[src/rtl/core/escaped_frame_deframer_crc_check_macros.svh]
// assertion helpers for the frame deframer
`ifndef ESCAPED_FRAME_DEFRAMER_CRC_CHECK_MACROS_SVH
`define ESCAPED_FRAME_DEFRAMER_CRC_CHECK_MACROS_SVH

// same-cycle implication
`define EFD_ASSERT_IMPL(lbl, ck, rst_n, ante, cons) \
	lbl: assert property (@(posedge ck) disable iff (!(rst_n)) (ante) |-> (cons)) \
		else $error("assertion failed");

// next-cycle implication
`define EFD_ASSERT_NEXT(lbl, ck, rst_n, ante, cons) \
	lbl: assert property (@(posedge ck) disable iff (!(rst_n)) (ante) |=> (cons)) \
		else $error("assertion failed");

`endif

[src/rtl/core/efd_pkg.sv]
package efd_pkg;

	localparam int unsigned MAX_PAYLOAD_DEFAULT = 1024;
	localparam int unsigned ID_BYTES_DEFAULT    = 1;

	localparam logic [31:0] CRC_POLY  = 32'h04C1_1DB7;
	localparam logic [31:0] CRC_INIT  = 32'hFFFF_FFFF;
	localparam logic [16:0] COUNT_MAX = 17'h1_FFFF;

	localparam int unsigned NUM_CFG = 6;

	typedef enum logic [2:0] {
		CFG_BEGIN_BYTE  = 3'd0,
		CFG_END_BYTE    = 3'd1,
		CFG_ESCAPE_BYTE = 3'd2,
		CFG_BEGIN_CODE  = 3'd3,
		CFG_END_CODE    = 3'd4,
		CFG_ESCAPE_CODE = 3'd5
	} cfg_index_t;

	localparam logic [7:0] BEGIN_BYTE_RST  = 8'd2;
	localparam logic [7:0] END_BYTE_RST    = 8'd3;
	localparam logic [7:0] ESCAPE_BYTE_RST = 8'd27;
	localparam logic [7:0] BEGIN_CODE_RST  = 8'd34;
	localparam logic [7:0] END_CODE_RST    = 8'd35;
	localparam logic [7:0] ESCAPE_CODE_RST = 8'd59;

	typedef enum logic [2:0] {
		ST_OK       = 3'd0,
		ST_SHORT    = 3'd1,
		ST_BAD_ESC  = 3'd2,
		ST_BEGIN    = 3'd3,
		ST_TOO_LONG = 3'd4,
		ST_EXTRA    = 3'd5,
		ST_CRC_BAD  = 3'd6
	} status_t;

	typedef enum logic {
		KIND_DATA   = 1'b0,
		KIND_STATUS = 1'b1
	} kind_t;

	// msb-first crc-32 update over one byte
	function automatic logic [31:0] crc_byte(input logic [31:0] c_in, input logic [7:0] b);
		logic [31:0] c;
		c = c_in ^ {b, 24'h0};
		for (int k = 0; k < 8; k++) begin
			c = c[31] ? ({c[30:0], 1'b0} ^ CRC_POLY) : {c[30:0], 1'b0};
		end
		return c;
	endfunction

endpackage

[src/rtl/core/escaped_frame_deframer_crc_check.sv]
// path from input transfer to result: the input register, then the result register
// throughput: one raw byte per cycle while no result is stalled; bytes that yield no result still advance
// a stalled result holds the input register and the frame state, the next byte waits behind it
// reset: asynchronous, active low; hunting for begin, registers back to defaults
`include "escaped_frame_deframer_crc_check_macros.svh"

module escaped_frame_deframer_crc_check #(
	parameter int unsigned MAX_PAYLOAD = efd_pkg::MAX_PAYLOAD_DEFAULT,
	parameter int unsigned ID_BYTES    = efd_pkg::ID_BYTES_DEFAULT
) (
	input  logic        clk,
	input  logic        arst_n,
	input  logic        cfg_we,
	input  logic [2:0]  cfg_index,
	input  logic [7:0]  cfg_data,
	input  logic        in_valid,
	output logic        in_ready,
	input  logic [7:0]  in_byte,
	output logic        out_valid,
	input  logic        out_ready,
	output logic        kind,
	output logic [7:0]  data_byte,
	output logic [7:0]  sender_id,
	output logic [7:0]  receiver_id,
	output logic [15:0] payload_len,
	output logic [2:0]  status
);

	localparam int unsigned HDR_LEN = 2 * ID_BYTES + 2;
	localparam logic [16:0] HDR_LEN_C = 17'(HDR_LEN);
	localparam logic [16:0] ID_END_C  = 17'(ID_BYTES);
	localparam logic [16:0] ID2_END_C = 17'(2 * ID_BYTES);
	localparam logic [16:0] MAX_PAY_C = 17'(MAX_PAYLOAD);

	// configuration
	logic [7:0] begin_byte_q, end_byte_q, escape_byte_q;
	logic [7:0] begin_code_q, end_code_q, escape_code_q;

	always_ff @(posedge clk or negedge arst_n) begin
		if (!arst_n) begin
			begin_byte_q  <= efd_pkg::BEGIN_BYTE_RST;
			end_byte_q    <= efd_pkg::END_BYTE_RST;
			escape_byte_q <= efd_pkg::ESCAPE_BYTE_RST;
			begin_code_q  <= efd_pkg::BEGIN_CODE_RST;
			end_code_q    <= efd_pkg::END_CODE_RST;
			escape_code_q <= efd_pkg::ESCAPE_CODE_RST;
		end else if (cfg_we) begin
			unique case (cfg_index)
				efd_pkg::CFG_BEGIN_BYTE:  begin_byte_q  <= cfg_data;
				efd_pkg::CFG_END_BYTE:    end_byte_q    <= cfg_data;
				efd_pkg::CFG_ESCAPE_BYTE: escape_byte_q <= cfg_data;
				efd_pkg::CFG_BEGIN_CODE:  begin_code_q  <= cfg_data;
				efd_pkg::CFG_END_CODE:    end_code_q    <= cfg_data;
				efd_pkg::CFG_ESCAPE_CODE: escape_code_q <= cfg_data;
				default: ;
			endcase
		end
	end

	// input register
	logic       valid_s1;
	logic [7:0] byte_s1;
	logic       out_valid_q;
	logic       advance;

	assign advance  = valid_s1 && (!out_valid_q || out_ready);
	assign in_ready = !valid_s1 || advance;

	always_ff @(posedge clk or negedge arst_n) begin
		if (!arst_n) begin
			valid_s1 <= 1'b0;
		end else if (in_ready) begin
			valid_s1 <= in_valid;
		end
	end

	always_ff @(posedge clk) begin
		if (in_ready && in_valid) begin
			byte_s1 <= in_byte;
		end
	end

	// frame state
	logic             in_frame_q, escape_q;
	logic [16:0]      count_q;
	logic [7:0]       sender_q, receiver_q;
	logic [15:0]      length_q;
	logic [31:0]      crc_q, rx_crc_q;
	efd_pkg::status_t error_q;

	logic             in_frame_d, escape_d;
	logic [16:0]      count_d;
	logic [7:0]       sender_d, receiver_d;
	logic [15:0]      length_d;
	logic [31:0]      crc_d, rx_crc_d;
	efd_pkg::status_t error_d;

	logic             emit;
	efd_pkg::kind_t   emit_kind;
	logic [7:0]       emit_data;
	efd_pkg::status_t emit_status;

	// end-of-frame status from the current state
	logic [16:0]      body_len, need_len;
	logic [31:0]      pad1, pad2, pad3, crc_padded;
	efd_pkg::status_t close_status;

	assign body_len = HDR_LEN_C + {1'b0, length_q};
	assign need_len = body_len + 17'd4;
	assign pad1 = efd_pkg::crc_byte(crc_q, 8'h00);
	assign pad2 = efd_pkg::crc_byte(pad1, 8'h00);
	assign pad3 = efd_pkg::crc_byte(pad2, 8'h00);

	always_comb begin
		// zero bytes up to the next multiple of four
		case (body_len[1:0])
			2'd1:    crc_padded = pad3;
			2'd2:    crc_padded = pad2;
			2'd3:    crc_padded = pad1;
			default: crc_padded = crc_q;
		endcase
		if (error_q != efd_pkg::ST_OK) close_status = error_q;
		else if (escape_q) close_status = efd_pkg::ST_BAD_ESC;
		else if (count_q < need_len) close_status = efd_pkg::ST_SHORT;
		else if (count_q > need_len) close_status = efd_pkg::ST_EXTRA;
		else if (crc_padded != rx_crc_q) close_status = efd_pkg::ST_CRC_BAD;
		else close_status = efd_pkg::ST_OK;
	end

	logic       have_d;
	logic [7:0] dec_byte;

	always_comb begin
		in_frame_d  = in_frame_q;
		escape_d    = escape_q;
		count_d     = count_q;
		sender_d    = sender_q;
		receiver_d  = receiver_q;
		length_d    = length_q;
		crc_d       = crc_q;
		rx_crc_d    = rx_crc_q;
		error_d     = error_q;
		emit        = 1'b0;
		emit_kind   = efd_pkg::KIND_DATA;
		emit_data   = 8'h00;
		emit_status = efd_pkg::ST_OK;
		have_d      = 1'b0;
		dec_byte    = byte_s1;

		if (!in_frame_q || byte_s1 == begin_byte_q) begin
			if (byte_s1 == begin_byte_q) begin
				if (in_frame_q) begin
					emit        = 1'b1;
					emit_kind   = efd_pkg::KIND_STATUS;
					emit_status = efd_pkg::ST_BEGIN;
				end
				in_frame_d = 1'b1;
				escape_d   = 1'b0;
				count_d    = '0;
				sender_d   = '0;
				receiver_d = '0;
				length_d   = '0;
				crc_d      = efd_pkg::CRC_INIT;
				rx_crc_d   = '0;
				error_d    = efd_pkg::ST_OK;
			end
		end else if (byte_s1 == end_byte_q) begin
			emit        = 1'b1;
			emit_kind   = efd_pkg::KIND_STATUS;
			emit_status = close_status;
			in_frame_d  = 1'b0;
			escape_d    = 1'b0;
		end else if (escape_q) begin
			escape_d = 1'b0;
			have_d   = 1'b1;
			if (byte_s1 == begin_code_q) dec_byte = begin_byte_q;
			else if (byte_s1 == end_code_q) dec_byte = end_byte_q;
			else if (byte_s1 == escape_code_q) dec_byte = escape_byte_q;
			else begin
				have_d = 1'b0;
				if (error_q == efd_pkg::ST_OK) error_d = efd_pkg::ST_BAD_ESC;
			end
		end else if (byte_s1 == escape_byte_q) begin
			escape_d = 1'b1;
		end else begin
			have_d = 1'b1;
		end

		// decoded byte: header, payload or trailing crc
		if (have_d && error_q == efd_pkg::ST_OK) begin
			if (count_q < HDR_LEN_C) begin
				crc_d = efd_pkg::crc_byte(crc_q, dec_byte);
				if (count_q < ID_END_C) sender_d = dec_byte;
				else if (count_q < ID2_END_C) receiver_d = dec_byte;
				else length_d = {length_q[7:0], dec_byte};
				if (count_q == HDR_LEN_C - 17'd1 && {1'b0, length_d} > MAX_PAY_C)
					error_d = efd_pkg::ST_TOO_LONG;
			end else if (count_q < body_len) begin
				crc_d     = efd_pkg::crc_byte(crc_q, dec_byte);
				emit      = 1'b1;
				emit_kind = efd_pkg::KIND_DATA;
				emit_data = dec_byte;
			end else begin
				rx_crc_d = {rx_crc_q[23:0], dec_byte};
			end
			if (count_q != efd_pkg::COUNT_MAX) count_d = count_q + 17'd1;
		end
	end

	always_ff @(posedge clk or negedge arst_n) begin
		if (!arst_n) begin
			in_frame_q <= 1'b0;
			escape_q   <= 1'b0;
			count_q    <= '0;
			sender_q   <= '0;
			receiver_q <= '0;
			length_q   <= '0;
			crc_q      <= efd_pkg::CRC_INIT;
			rx_crc_q   <= '0;
			error_q    <= efd_pkg::ST_OK;
		end else if (advance) begin
			in_frame_q <= in_frame_d;
			escape_q   <= escape_d;
			count_q    <= count_d;
			sender_q   <= sender_d;
			receiver_q <= receiver_d;
			length_q   <= length_d;
			crc_q      <= crc_d;
			rx_crc_q   <= rx_crc_d;
			error_q    <= error_d;
		end
	end

	// result register
	logic             kind_q;
	logic [7:0]       data_q, sender_out_q, receiver_out_q;
	logic [15:0]      len_out_q;
	efd_pkg::status_t status_q;

	always_ff @(posedge clk or negedge arst_n) begin
		if (!arst_n) begin
			out_valid_q <= 1'b0;
		end else if (advance) begin
			out_valid_q <= emit;
		end else if (out_ready) begin
			out_valid_q <= 1'b0;
		end
	end

	always_ff @(posedge clk) begin
		if (advance && emit) begin
			kind_q         <= emit_kind;
			data_q         <= emit_data;
			sender_out_q   <= sender_q;
			receiver_out_q <= receiver_q;
			len_out_q      <= length_q;
			status_q       <= emit_status;
		end
	end

	assign out_valid   = out_valid_q;
	assign kind        = kind_q;
	assign data_byte   = data_q;
	assign sender_id   = sender_out_q;
	assign receiver_id = receiver_out_q;
	assign payload_len = len_out_q;
	assign status      = status_q;

	logic data_out, err_hold;

	assign data_out = out_valid_q && kind_q == efd_pkg::KIND_DATA;
	// an inner byte that neither opens nor closes the frame
	assign err_hold = advance && in_frame_q && error_q != efd_pkg::ST_OK
		&& byte_s1 != begin_byte_q && byte_s1 != end_byte_q;

	`EFD_ASSERT_IMPL(a_data_ok_status, clk, arst_n, data_out, status_q == efd_pkg::ST_OK)
	`EFD_ASSERT_IMPL(a_no_escape_outside, clk, arst_n, !in_frame_q, !escape_q)
	`EFD_ASSERT_NEXT(a_hunt_no_result, clk, arst_n, advance && !in_frame_q, !out_valid_q)
	`EFD_ASSERT_NEXT(a_error_sticky, clk, arst_n, err_hold, $stable(error_q))

endmodule

[config.mk]
export PLATFORM = sky130hd
export DESIGN_NAME = escaped_frame_deframer_crc_check
export DESIGN_NICKNAME = d
export VERILOG_FILES = /design/src/rtl/core/efd_pkg.sv /design/src/rtl/core/escaped_frame_deframer_crc_check.sv
export VERILOG_INCLUDE_DIRS = /design/src /design/src/rtl/core
export SDC_FILE = /design/constraint.sdc
export NUM_CORES = 1
export LEC_CHECK = 0
export BUFFER_PORTS_ARGS = -buffer_cell sky130_fd_sc_hd__buf_2
export CAP_MARGIN = 30
export CELL_PAD_IN_SITES_DETAIL_PLACEMENT = 0
export CELL_PAD_IN_SITES_GLOBAL_PLACEMENT = 1
export CORE_MARGIN = 4
export CORE_UTILIZATION = 55
export CTS_CLUSTER_DIAMETER = 150
export CTS_CLUSTER_SIZE = 30
export DETAILED_ROUTE_END_ITERATION = 8
export PLACE_DENSITY_LB_ADDON = 0.1
export RECOVER_POWER = 25
export SYNTH_ARGS = -nofsm -noshare
export SYNTH_HDL_FRONTEND = slang
export SYNTH_SLANG_ARGS = --single-unit
[constraint.sdc]
create_clock -name clk -period 12.1 [get_ports clk]
set_clock_uncertainty 0.2 [all_clocks]
set_input_delay 3.63 -clock clk [delete_from_list [all_inputs] [get_ports clk]]
set_output_delay 3.63 -clock clk [all_outputs]
set_load 0.01 [all_outputs]
==> results of run 1 <==
[metrics by stage]
| stage | hold slack, ns | setup slack, ns | cells |
|---|---|---|---|
| after floorplan | 0.2231 | 4.431 | 1480 |
| after global placement | 0.2372 | 4.205 | 1855 |
| after detailed placement | 0.2336 | 4.199 | 1860 |
| after CTS | 0.2621 | 4.199 | 1877 |
| after global routing | 0.2891 | 4.160 | 1880 |
| final | 0.2609 | 4.200 | 1880 |
[registers in the layout, summed over array words and instances, names as in the netlist, 16 cells and up]
signal,flops
count_q,17
rx_crc_q,32
crc_q,32
payload_len,16
length_q,16
[how the worst max path moves through the flow]
stage | start | endpoint | slack, ns | cells past startpoint
2_1_floorplan | out_ready | in_ready | 4.43 | 1
3_3_place_gp | out_ready | in_ready | 4.21 | 3
3_5_place_dp | out_ready | in_ready | 4.20 | 3
4_1_cts | out_ready | in_ready | 4.20 | 3
5_1_grt | out_ready | in_ready | 4.16 | 3
6_report | out_ready | in_ready | 4.20 | 3
[cell type report]
| class | instances | area (sq um) | share of cell area (%) |
|---|---|---|---|
| sequential | 220 | 5828 | 34.84 |
| tap | 378 | 473.0 | 2.827 |
| timing repair buffer | 96 | 588.1 | 3.515 |
| clock buffer | 15 | 290.3 | 1.735 |
| inverter | 24 | 90.09 | 0.5385 |
| clock inverter | 2 | 25.02 | 0.1496 |
| multi-input combinational | 1145 | 9434 | 56.40 |
[layer usage]
metal | vias up | wire length, um
met5 | - | 63
met2 | 404 | 19070
li1 | 5282 | -
met1 | 5739 | 20210
met4 | 2 | 945
met3 | 64 | 3979
[critical path: stages]
cell	delay (ns)
buf_2	0.10
nand3b_1	0.18
buf_2	0.16
[layout by cell type (no fill, tap or decap), types with 13 or more instances in the layout]
cell type / instances
mux2_2: 63
a21oi_1: 37
o21ai_0: 66
nand3_1: 28
inv_1: 23
nor4_1: 19
a2bb2oi_1: 14
ha_1: 36
xnor3_1: 22
xnor2_1: 251
nor3_1: 29
xnor2_2: 15
dfrtp_1: 118
nand2_1: 82
nor2_1: 78
xor2_1: 107
a22o_1: 54
and3_1: 13
nand4_1: 25
dfstp_2: 49
edfxtp_1: 52
buf_4: 18
buf_2: 70
[cells by family (layout without fill, tap and decap cells)]
group	after synthesis	in the layout	share of synthesized area, %
buf+inv	115	137	3.110
compound gates	284	284	12.66
simple gates	328	328	10.33
fa+ha+maj	36	36	2.863
xor+xnor	417	417	27.93
mux	80	80	6.068
flops	220	220	37.04
==> impl_metrics.yaml, run 1 <==
outcome:
  status: "finished with violations"
  failed_checks: "max-capacitance violations, max-slew violations"
yosys:
  yosys.area.top_type_share_pct: 18.93
  synth_nets: 1540
  synth_cell_type_count: 77
  syn_avg_cell_area_sq_um: 10.63
  ys_ff_latch: 220
  synth_largest_area_cell: "dfrtp_1"
  seq_area_frac_synth_pct: 37.04
  syn_area_sq_um: 15730
  yosys_warnings: 0
  ys_top_cells_by_area: "dfrtp_1 (19%), xnor2_1 (14%), edfxtp_1 (9.9%)"
  yosysMostFrequentCell: "xnor2_1"
  synth_top_cells_by_count: "xnor2_1 (251), dfrtp_1 (119), xor2_1 (107), nand2_1 (82), nor2_1 (79)"
  synthFlopType: "dfrtp_1"
  synth_enable_flop_cells: 52
  synth_cells: 1480
  async_flop_share_pct: 76.36
setup_path:
  path_class: "in2out"
  worst-r2r-setup-slack_ns: 6.09
  r2r_end: "status[2]$_SDFFCE_PP0P_"
  startpoint_type: "input pin"
  cp_max_fo: 3
  rr_worst_depth: 12
  required_ns: 8.27
  endpoint_kind: "primary output"
  reg2reg_from: "length_q[0]$_DFFE_PN0P_"
  arrival_ns: 4.07
floorplanning:
  fp.coreArea_sq_um: 28010
  start_util_pct: 56.17
  chipWidth_um: 177.1
  ios: 70
  die-area_sq_um: 31380
  die_y_um: 177.1
  rows: 61
clock_network:
  cts_tree: "built"
  root_buffer: "clkbuf_16"
  postCtsHoldBufs: 0
  clk_pin_slew_ns: 0.11
  cts_inserted_buffers: 11
  post_cts_resized: 0
  worstSkewPairLatency_ns: 0.49
  h-tree-depth: 1
  cts_buffer_depth: 3
  cts.sinks: 220
  cts_setup_buffers: 0
timing:
  period_needed_ns: 7.900
  grt_setup_unrepaired: "false"
  tns_ns: 0
  fmax_ghz: 0.1266
  setup_violations: 0
  finalHoldViolCount: 0
  final.period_utilization_pct: 65.29
  slew_violations: 127
  slew_headroom_pct: -63.87
  tightest_slew_ns: 2.458
grt:
  grt_use_met2_pct: 42.07
  overflow: 0
  grt_usage_pct: 28.20
  grt-busiest-layer: "met1"
  use_met1_pct: 43.06
  grt_pass1_wl_um: 68180
  antenna_found_initial: 0
  grt_use_met3_pct: 5.405
  grt_pass1_vias: 11270
  grt_max_degree: 75
cells_and_area:
  layout-drive-gt1-share_pct: 17.84
  fillers: 2428
  diodes: 0
  syn_to_final_growth_pct: 6.330
  final_area_sq_um: 16730
  post-route-util_pct: 59.72
  nNetsFinal: 1558
worst_hold_path:
  min_to: "receiver_id[5]$_DFFE_PP_"
  hold_start: "receiver_q[5]$_DFFE_PN0P_"
  min_path_cells: 0
  hp-class: "reg2reg"
placed_design:
  portBuffers: 69
  gp_congestion: 0.9768
  post_dp_cell_area_sq_um: 16360
  hpwl_um: 32470
route:
  dr_total_vias: 11490
  wl_um: 44270
  drc: 0
  firstDrtPassIters: 5
  via_per_inst: 6.112
  wl_per_cell_um: 23.55
  antenna_left: 0
  drtIter0Drc: 1111
flow_run:
  max-cap-violations: 3
Power of run 1 is not shown: default switching activity piles up to over one toggle a cycle in this logic, so the estimate is an artifact.
==> run 2: changes to the inputs <==
CORE_UTILIZATION = 51   (was 55)
clock period = 7.8 ns   (was 12.1 ns; I/O delays follow)
==> run 2 against run 1 <==
  * The flow still finishes with violations (max-capacitance violations, max-slew violations)
  * Register-to-register slack got worse by 4.4 ns
  * Critical path depth rose by 13
  * Die area rose by 7.5%
  * Count of clock-buffer cells in the layout did not move
  * Sequential share of layout area barely moved
  * Via count fell by 0.54%
  * First-iteration DRC count fell by 17%
  * Utilization fell by 4.9 points
  * Cell area barely moved
  * Critical path type is now reg2reg
  * Critical endpoint is now data_byte[7]$_SDFFCE_PP0P_
==> impl_metrics.yaml, run 2 (synthesized netlist as in run 1, its figures left out) <==
route:
  antenna_left: 0
  via_per_inst: 6.022
  firstDrtPassIters: 5
  wl_um: 47600
  drc: 0
  drtIter0Drc: 920
  wl_per_cell_um: 25.08
  dr_total_vias: 11430
outcome:
  failed_checks: "max-capacitance violations, max-slew violations"
  status: "finished with violations"
timing:
  finalHoldViolCount: 0
  period_needed_ns: 6.101
  fmax_ghz: 0.1639
  final.period_utilization_pct: 78.22
  setup_violations: 0
  slew_violations: 133
  grt_setup_unrepaired: "false"
  tns_ns: 0
  tightest_slew_ns: 3.074
  slew_headroom_pct: -104.9
grt:
  antenna_found_initial: 1
  overflow: 0
  grt_pass1_vias: 11130
  grt_pass1_wl_um: 72040
  grt_usage_pct: 27.97
  grt_max_degree: 66
setup_path:
  cp_max_fo: 52
  path_class: "reg2reg"
  endpoint_kind: "flip-flop"
  arrival_ns: 6.07
  required_ns: 7.77
  worst-r2r-setup-slack_ns: 1.70
  startpoint_type: "flip-flop"
placed_design:
  hpwl_um: 35640
  dp.cells: 1878
  gp_congestion: 0.9806
  post_dp_cell_area_sq_um: 16400
  portBuffers: 69
clock_network:
  post_cts_resized: 0
  postCtsHoldBufs: 0
  root_buffer: "clkbuf_16"
  worstSkewPairLatency_ns: 0.49
  cts.sinks: 220
  cts_tree: "built"
  clk_pin_slew_ns: 0.11
  cts_inserted_buffers: 11
  cts_buffer_depth: 3
  cts_setup_buffers: 0
  h-tree-depth: 1
floorplanning:
  die_y_um: 183.6
  die-area_sq_um: 33720
  rows: 64
  chipWidth_um: 183.6
  start_util_pct: 51.57
  fp.coreArea_sq_um: 30510
  ios: 70
cells_and_area:
  mostFrequentLayoutCells: "xnor2_1 (251), dfrtp_1 (118), xor2_1 (107)"
  fillers: 2679
  nNetsFinal: 1558
  largestRegisters: "crc_q (32), rx_crc_q (32), count_q (17)"
  fin_cells: 1898
  layout-drive-gt1-share_pct: 17.64
  syn_to_final_growth_pct: 6.291
  diodes: 0
  final_area_sq_um: 16720
  final_common_cell: "xnor2_1"
worst_hold_path:
  hp-class: "reg2reg"
flow_run:
  max-cap-violations: 3
==> run 2: cell count changes in the layout (fill, tap and decap cells not counted) <==
cell	before	now
and2_1	6	5
clkinv_8	0	1
buf_8	1	0
inv_16	1	0
clkinv_2	1	0
buf_2	70	67
buf_4	18	20
and2_0	0	1
clkbuf_1	8	11
inv_6	0	1
clkbuf_16	12	11
==> run 2: area by class of cell <==
class,count,area (sq um),area share (%)
multi-input cells,1145,9434,56.42
flip-flops and latches,220,5828,34.85
repair buffers,96,559.3,3.345
well taps,396,495.5,2.963
clock buffers,15,290.3,1.736
inverters,24,90.09,0.5387
clock inverters,2,25.02,0.1496
==> run 2: path summary, 6_finish.rpt <==
path	startpoint	to	cells past startpoint
min in group asynchronous	arst_n	count_q[9]$_DFFE_PN0P_	1
max reg2reg	length_q[0]$_DFFE_PN0P_	data_byte[7]$_SDFFCE_PP0P_	16
max	length_q[0]$_DFFE_PN0P_	data_byte[7]$_SDFFCE_PP0P_	16
max in group asynchronous	arst_n	end_code_q[4]$_DFFE_PN0P_	2
min reg2reg	receiver_q[7]$_DFFE_PN0P_	receiver_id[7]$_DFFE_PP_	0
min	receiver_q[7]$_DFFE_PN0P_	receiver_id[7]$_DFFE_PP_	0
==> run 2: worst max-delay path, cell delays in order, from the launching register on <==
cell	delay [ns]
dfrtp_2	0.39
clkbuf_1	1.88
ha_1	0.41
nor2b_1	0.07
o21bai_1	0.13
a21boi_0	0.10
o21a_1	0.18
o21a_1	0.17
o21a_1	0.16
o21a_1	0.17
o21a_1	0.17
o21ai_0	0.29
a21oi_1	0.10
nand4b_1	0.62
a21o_1	0.39
inv_2	0.09
buf_12	0.24
==> run 2: stage by stage <==
| step | hold slack, ns | utilization [%] | setup WS, ns |
|---|---|---|---|
| 2_1_floorplan | 0.2231 | - | 2.711 |
| 3_3_place_gp | 0.2335 | 53.61 | 2.351 |
| 3_5_place_dp | 0.2338 | 53.75 | 2.314 |
| 4_1_cts | 0.2636 | 54.79 | 2.297 |
| 5_1_grt | 0.2822 | 54.81 | 1.258 |
| 6_report | 0.2620 | 54.81 | 1.699 |
==> run 2: routing by layer <==
metal | vias up | part of all wire, % | GRT usage [%]
met1 | 5696 | 48 | 43.24
met2 | 390 | 43 | 41.21
met3 | 57 | 7.2 | 5.520
met5 | - | 0.027 | 0
li1 | 5284 | - | -
met4 | 2 | 2.0 | 5.155
Power of run 2 is left out for the same reason.
